**src/hw/rtl/huffman_code_bit_packer_assert.svh**
```systemverilog
// Assertion macros used by the bit packer top level.
`ifndef HUFFMAN_CODE_BIT_PACKER_ASSERT_SVH
`define HUFFMAN_CODE_BIT_PACKER_ASSERT_SVH

// Clocked assertion that is switched off while reset is asserted.
`define HCBP_ASSERT(name, prop, msg) \
  name: assert property (@(posedge clk_i) disable iff (!rst_ni) (prop)) else $error(msg);

// Clocked assertion that is also checked while reset is asserted.
`define HCBP_ASSERT_ALWAYS(name, prop, msg) \
  name: assert property (@(posedge clk_i) (prop)) else $error(msg);

`endif

```
**src/hw/rtl/hcbp_pkg.sv**
```systemverilog
// Types and constants shared by the bit packer modules.
`default_nettype none

package hcbp_pkg;

  localparam int unsigned BYTE_W = 8;

  localparam logic [1:0] OP_LOAD   = 2'd0;
  localparam logic [1:0] OP_ENCODE = 2'd1;
  localparam logic [1:0] OP_FLUSH  = 2'd2;

  localparam logic [3:0] FULL_BYTE_BITS = 4'd8;
  localparam logic [3:0] NO_BITS        = 4'd0;

  typedef struct packed {
    logic [1:0]  opcode;
    logic [7:0]  symbol;
    logic [31:0] code_value;
    logic [5:0]  code_length;
  } in_word_t;

  typedef struct packed {
    logic [7:0] out_byte;
    logic [3:0] valid_bits;
    logic       is_tail;
    logic       bad_symbol;
    logic       last;
  } out_word_t;

  typedef struct packed {
    logic       load;
    logic       is_tail;
    logic       bad;
    logic [2:0] count;
    logic [2:0] tail_bits;
  } emit_ctrl_t;

endpackage

`default_nettype wire

```
**src/hw/rtl/hcbp_emitter.sv**
```systemverilog
// Output stage that shifts packed bytes out one word at a time.
`default_nettype none

module hcbp_emitter #(
  parameter int unsigned ACC_W = 40
) (
  input  wire logic                 clk_i,
  input  wire logic                 rst_ni,
  input  wire hcbp_pkg::emit_ctrl_t ctrl_i,
  input  wire logic [ACC_W-1:0]     stream_i,
  output logic                      busy_o,
  output logic                      out_valid_o,
  input  wire logic                 out_ready_i,
  output hcbp_pkg::out_word_t       out_data_o
);

  logic [2:0]       cnt_q;
  logic [ACC_W-1:0] stream_q;
  logic             tail_q;
  logic             bad_q;
  logic [2:0]       tail_bits_q;
  logic             out_acc;

  assign out_acc     = out_valid_o && out_ready_i;
  assign out_valid_o = (cnt_q != 3'd0);
  assign busy_o      = out_valid_o;

  always_ff @(posedge clk_i or negedge rst_ni) begin
    if (!rst_ni) begin
      cnt_q <= 3'd0;
    end else if (ctrl_i.load) begin
      cnt_q <= ctrl_i.count;
    end else if (out_acc) begin
      cnt_q <= cnt_q - 3'd1;
    end
  end

  always_ff @(posedge clk_i) begin
    if (ctrl_i.load) begin
      stream_q    <= stream_i;
      tail_q      <= ctrl_i.is_tail;
      bad_q       <= ctrl_i.bad;
      tail_bits_q <= ctrl_i.tail_bits;
    end else if (out_acc) begin
      stream_q <= stream_q << hcbp_pkg::BYTE_W;
    end
  end

  always_comb begin
    out_data_o.out_byte   = stream_q[ACC_W-1 -: hcbp_pkg::BYTE_W];
    out_data_o.is_tail    = tail_q;
    out_data_o.bad_symbol = bad_q;
    out_data_o.last       = (cnt_q == 3'd1);
    if (tail_q) begin
      out_data_o.valid_bits = {1'b0, tail_bits_q};
    end else if (bad_q) begin
      out_data_o.valid_bits = hcbp_pkg::NO_BITS;
    end else begin
      out_data_o.valid_bits = hcbp_pkg::FULL_BYTE_BITS;
    end
  end

endmodule

`default_nettype wire

```
**config.mk**
```make
export PLATFORM = sky130hd
export DESIGN_NAME = hcbp_emitter
export DESIGN_NICKNAME = d
export VERILOG_FILES = /design/src/hw/rtl/huffman_code_bit_packer_assert.svh /design/src/hw/rtl/hcbp_pkg.sv /design/src/hw/rtl/hcbp_emitter.sv
export SDC_FILE = /design/constraint.sdc
export NUM_CORES = 1
export LEC_CHECK = 0
export ABC_AREA = 1
export BUFFER_PORTS_ARGS = -buffer_cell sky130_fd_sc_hd__buf_2
export CORE_UTILIZATION = 45
export CTS_CLUSTER_DIAMETER = 80
export CTS_CLUSTER_SIZE = 8
export DETAILED_ROUTE_END_ITERATION = 12
export GPL_ROUTABILITY_DRIVEN = 0
export PLACE_DENSITY = 0.82
export SKIP_CTS_REPAIR_TIMING = 1
export SKIP_LAST_GASP = 1
export SLEW_MARGIN = 20
export SYNTH_ARGS = -nofsm -noshare
export SYNTH_HDL_FRONTEND = slang
export SYNTH_SLANG_ARGS = --single-unit
```
**constraint.sdc**
```tcl
create_clock -name clk_i -period 5.1 [get_ports clk_i]
set_clock_uncertainty 0.2 [all_clocks]
set_input_delay 0.51 -clock clk_i [delete_from_list [all_inputs] [get_ports clk_i]]
set_output_delay 0.51 -clock clk_i [all_outputs]
set_load 0.05 [all_outputs]
```
# [After elaboration in Yosys (flattened, before gate mapping)]
# Cells that the tools add are included.
[totals] inputBits=52 wordCells=16 output_inout_bits=17 register_bits=48
[classes] reduce_logical=3 muxes=6 n_addsub=1 eq_ne=1
[ops] operator="40-bit two-way mux" n=2
[ops] operator="4-bit two-way mux" n=2
[ops] operator="3-bit two-way mux" n=2
[ops] operator="3-bit by 1-bit == test with 1-bit output (second input constant)" n=1
[ops] operator="3-bit nonzero test" n=1
[ops] operator="3-bit by 1-bit subtractor with 3-bit output (second input constant)" n=1
[ops] operator="2-bit nonzero test" n=1
[ops] operator="1-bit logical AND" n=1

# [Longest topological paths before layout]
[logic_depth] depth_word=4 ltp_mapped=8 ltp_nobuf=8

# [Worst setup path after synthesis]
# No wires, ideal clock.
[synth_timing] path_kind="reg2out" startpoint="reg cnt_q[1]" endpoint="out out_data_o[0] (netlist name)" stages_incl_launch_ff=5 required_time_ps=4390 setup_slack_ps=3139 arrival_ps=1251 path_buffers=0 path_cell_list="dfrtp_1 > inv_1 > ha_1 > inv_1 > nor2_1"
[synth_rtl] element="from (decl)" line_no="hcbp_emitter.sv:17" rtl="logic [2:0] cnt_q;"
[synth_rtl] element="from (signal assigned)" line_no="hcbp_emitter.sv:32" rtl="cnt_q <= ctrl_i.count;"
[synth_rtl] element="from (signal assigned)" line_no="hcbp_emitter.sv:34" rtl="cnt_q <= cnt_q - 3'd1;"
[synth_rtl] element="to (decl)" line_no="hcbp_emitter.sv:14" rtl="output hcbp_pkg::out_word_t out_data_o"

# [Final worst setup path]
[layout_timing] startpoint="in ctrl_i[8] (netlist name)" endpoint="reg stream_q[39], enable pin"
[layout_between] elab_chain_len=1
[layout_rtl] element="from (decl)" line_no="hcbp_emitter.sv:9" rtl="input wire hcbp_pkg::emit_ctrl_t ctrl_i,"
[layout_rtl] element="2-bit nonzero test (no source line)"
[layout_rtl] element="to (signal assigned)" line_no="hcbp_emitter.sv:40" rtl="stream_q <= stream_i;"
[layout_rtl] element="to (signal assigned)" line_no="hcbp_emitter.sv:45" rtl="stream_q <= stream_q << hcbp_pkg::BYTE_W;"
[layout_rtl] element="to (decl)" line_no="hcbp_emitter.sv:18" rtl="logic [ACC_W-1:0] stream_q;"
# Every way passes these cells.
# A chain may end at the register's enable or synchronous reset.

==> summary.md <==
| Metric | Value |
|---|---|
| Synth area leaders | edfxtp_1, nand2_1, buf_4, dfrtp_1, inv_1 |
| # H-tree levels | 2 |
| Design Area, Final | around 0.0026 mm^2 |
| Worst Setup End Kind | register |
| Post-synthesis mux area share | 0 |
| Die Area | roughly 0.0052 mm^2 |
| Post-synth EDFFs | 45 |
| Worst rel slew slack | 0.406 |
| Hold WS | 193 ps |
| WL/cell | 9.35 um |
| Total number of vias | roughly 1,500 |
| Layout area overhead | 18.4% |
| Worst Setup SP | ctrl_i[8] |
| R2R Path End | stream_q[39] |
| Most common flop cell mapped by yosys | edfxtp_1 |
| Startpoint Class | primary input |
| Count leader, synth | nand2_1 |
| Antenna Nets Post-Route | 0 |
| Vias in the first global route | around 1,300 |
| Cell Area, Placed | between 0.002 and 0.0025 mm^2 |
| Post-synth top cells | nand2_1, edfxtp_1, buf_4, inv_1, buf_6 |
| Worst reg2reg path startpoint | cnt_q[0] |
| CTS root buffer | clkbuf_8 |
| CTS tree | built |
| Status | complete, no violations |
| Layout cells sized above 1 | 0.294 |
| Syn Nets | 270 |
| Syn avg cell area | just over 10 um^2 |
| Antenna cells | 0 |
| Final hold violation count | 0 |
| Ys async rst share | 0.0625 |
| Actual slew at the worst max-slew pin | 892 ps |
| Post-synthesis instance total | 215 |
| CORE AREA | 0.00472 mm^2 |
| Worst Setup EP | stream_q[39] |
| Vias per cell | 4.28 |
| Cell Pwr Density | roughly 390 mW/mm^2 |
| Die width | 72.0 um |
| DRT Pass-1 Iters | 4 |
| Worst Path Max Fanout | 51 |
| Final setup viols | 0 |
| # clock sinks | 48 |
| Starting Density | 0.466 |
| Setup TNS | 0 ps |
| Global-route wire length before repair | 5.19 mm |
| Max Clk Rate | 461 MHz |
| Clk_lat worst skew | 290 ps |
| Mapped cell area | between 0.002 and 0.0025 mm^2 |
| Die Span Y | ~70 um |
| Num CTS Buffers | 5 |
| Max Cap Viol | 0 |
| Leakage | 0.00134 uW |
| Worst-path clk slew | 80 ps |
| VDD IR max | 149 uV |
| Yosys top cell area share | 0.613 |
| # rows | 25 |
| Cell taking the most area after synthesis | edfxtp_1 |
| Fin nets | ~330 |
| R2R Setup Slk | 3300 ps |
| Seq cells post-synth | 48 |
| Synthesized-area fraction occupied by adder cells | 0.0170 |
| Arrival @ worst endpoint | 1900 ps |
| Warnings, synthesis | 0 |
| Ports | 69 |
| Dpl hpwl | 2.13 mm |
| Critical Path RT | 4830 ps |
| DRC Markers | 0 |
| Synth Area in Compound Gates | 0.00909 |
| RSZ-0062 raised after global routing | no |
| Final-report max-slew violation count | 0 |
| Gr ovfl total | 0 |
| Final min period | about 2200 ps |
| # port buffers | 68 |
| Largest net degree at the start of global routing | 52 |
| Period utilisation layout | 0.425 |
| Initial antenna violation count | 0 |
| Simple-Gate Fraction of Synth Area | 0.223 |
| Sequential element share of the synthesized area | 0.647 |
| CTS Buffer Depth | 2 |
| Crit path kind | primary input to register |
| Yosys cell types | 14 |
| DR iter-0 viols | 101 |
| Total GRT Usage | 0.130 |
| XOR/XNOR share of the synthesized area | 0 |
| Main combinational cell family by area after synthesis | simple AND/OR/NAND/NOR gates |
| R2R cell count | 5 |
| Hold crit path type | primary input to register |
| DRT Wirelength | 3.17 mm |
## through the flow
step / setup WS, ps / util / total power [uW] / cells
detailed placement: 2580 / 0.523 / 718 / 331
global route: 2770 / 0.552 / 1060 / 339
CTS: 2900 / 0.550 / 1020 / 338
global placement: 2650 / 0.523 / 712 / 331
finish: 2930 / 0.552 / 1020 / 339
floorplan: 3140 / - / 686 / 215
## final cells by class
class | instances | area, um^2
well taps | 67 | 83.8
inverters | 17 | 71.3
multi-input cells | 131 | 548
fillers | 399 | 2110
clock buffers | 5 | 68.8
clock inverters | 2 | 60.1
flip-flops and latches | 48 | 1430
repair buffers | 69 | 350
## power by group
group,total (uW),switching (uW),internal (uW)
Sequential,512,15.3,497
Combinational,195,140,54.6
Clock,311,118,193
## state kept, by name, indices dropped and copies added, names as in the netlist
name         cells
stream_q        40
cnt_q            3
bad_q            1
tail_bits_q      3
tail_q           1
## cells by family (layout without fill, tap and decap cells)
kind of cell | after synthesis | after routing
and+or+nand+nor | 124 | 124
DFF | 48 | 48
buffers and inverters | 36 | 93
AOI/OAI and AO/OA | 4 | 4
adders and majority gates | 3 | 3
## placed cells by master, fill, tap and decap left out
master,instances
nand2_1,117
buf_2,68
edfxtp_1,45
inv_1,15
clkbuf_8,5
nand2_4,3
ha_1,3
dfrtp_1,3
nor2_1,2
o21ai_0,2
o21ai_1,2
nand3_1,2
bufinv_16,2
inv_8,1
inv_2,1
dlygate4sd3_1,1
## worst max-delay path, stage by stage
cell and delay (ps):
buf_2 670, inv_8 200, nand2_4 490
## routing by layer
metal | vias to the layer above | global-route usage | wire [um]
li1 | 778 | - | -
met1 | 618 | 0.143 | 1390
met2 | 49 | 0.238 | 1530
met3 | 7 | 0.0375 | 193
met4 | 0 | 0.0458 | 50
met5 | - | 0 | 0
## how the worst min path moves through the flow
stage / start / endpoint / slack, ps / depth (start not counted)
after floorplan: rst_ni / cnt_q[0] / 10 / 0
after global placement: rst_ni / cnt_q[0] / 110 / 1
after detailed placement: rst_ni / cnt_q[0] / 120 / 1
after CTS: rst_ni / cnt_q[0] / -200 / 1
after global routing: ctrl_i[2] / tail_bits_q[2] / 180 / 1
final: ctrl_i[6] / bad_q / 190 / 1
No activity file was read; power rests on OpenSTA's default activity.
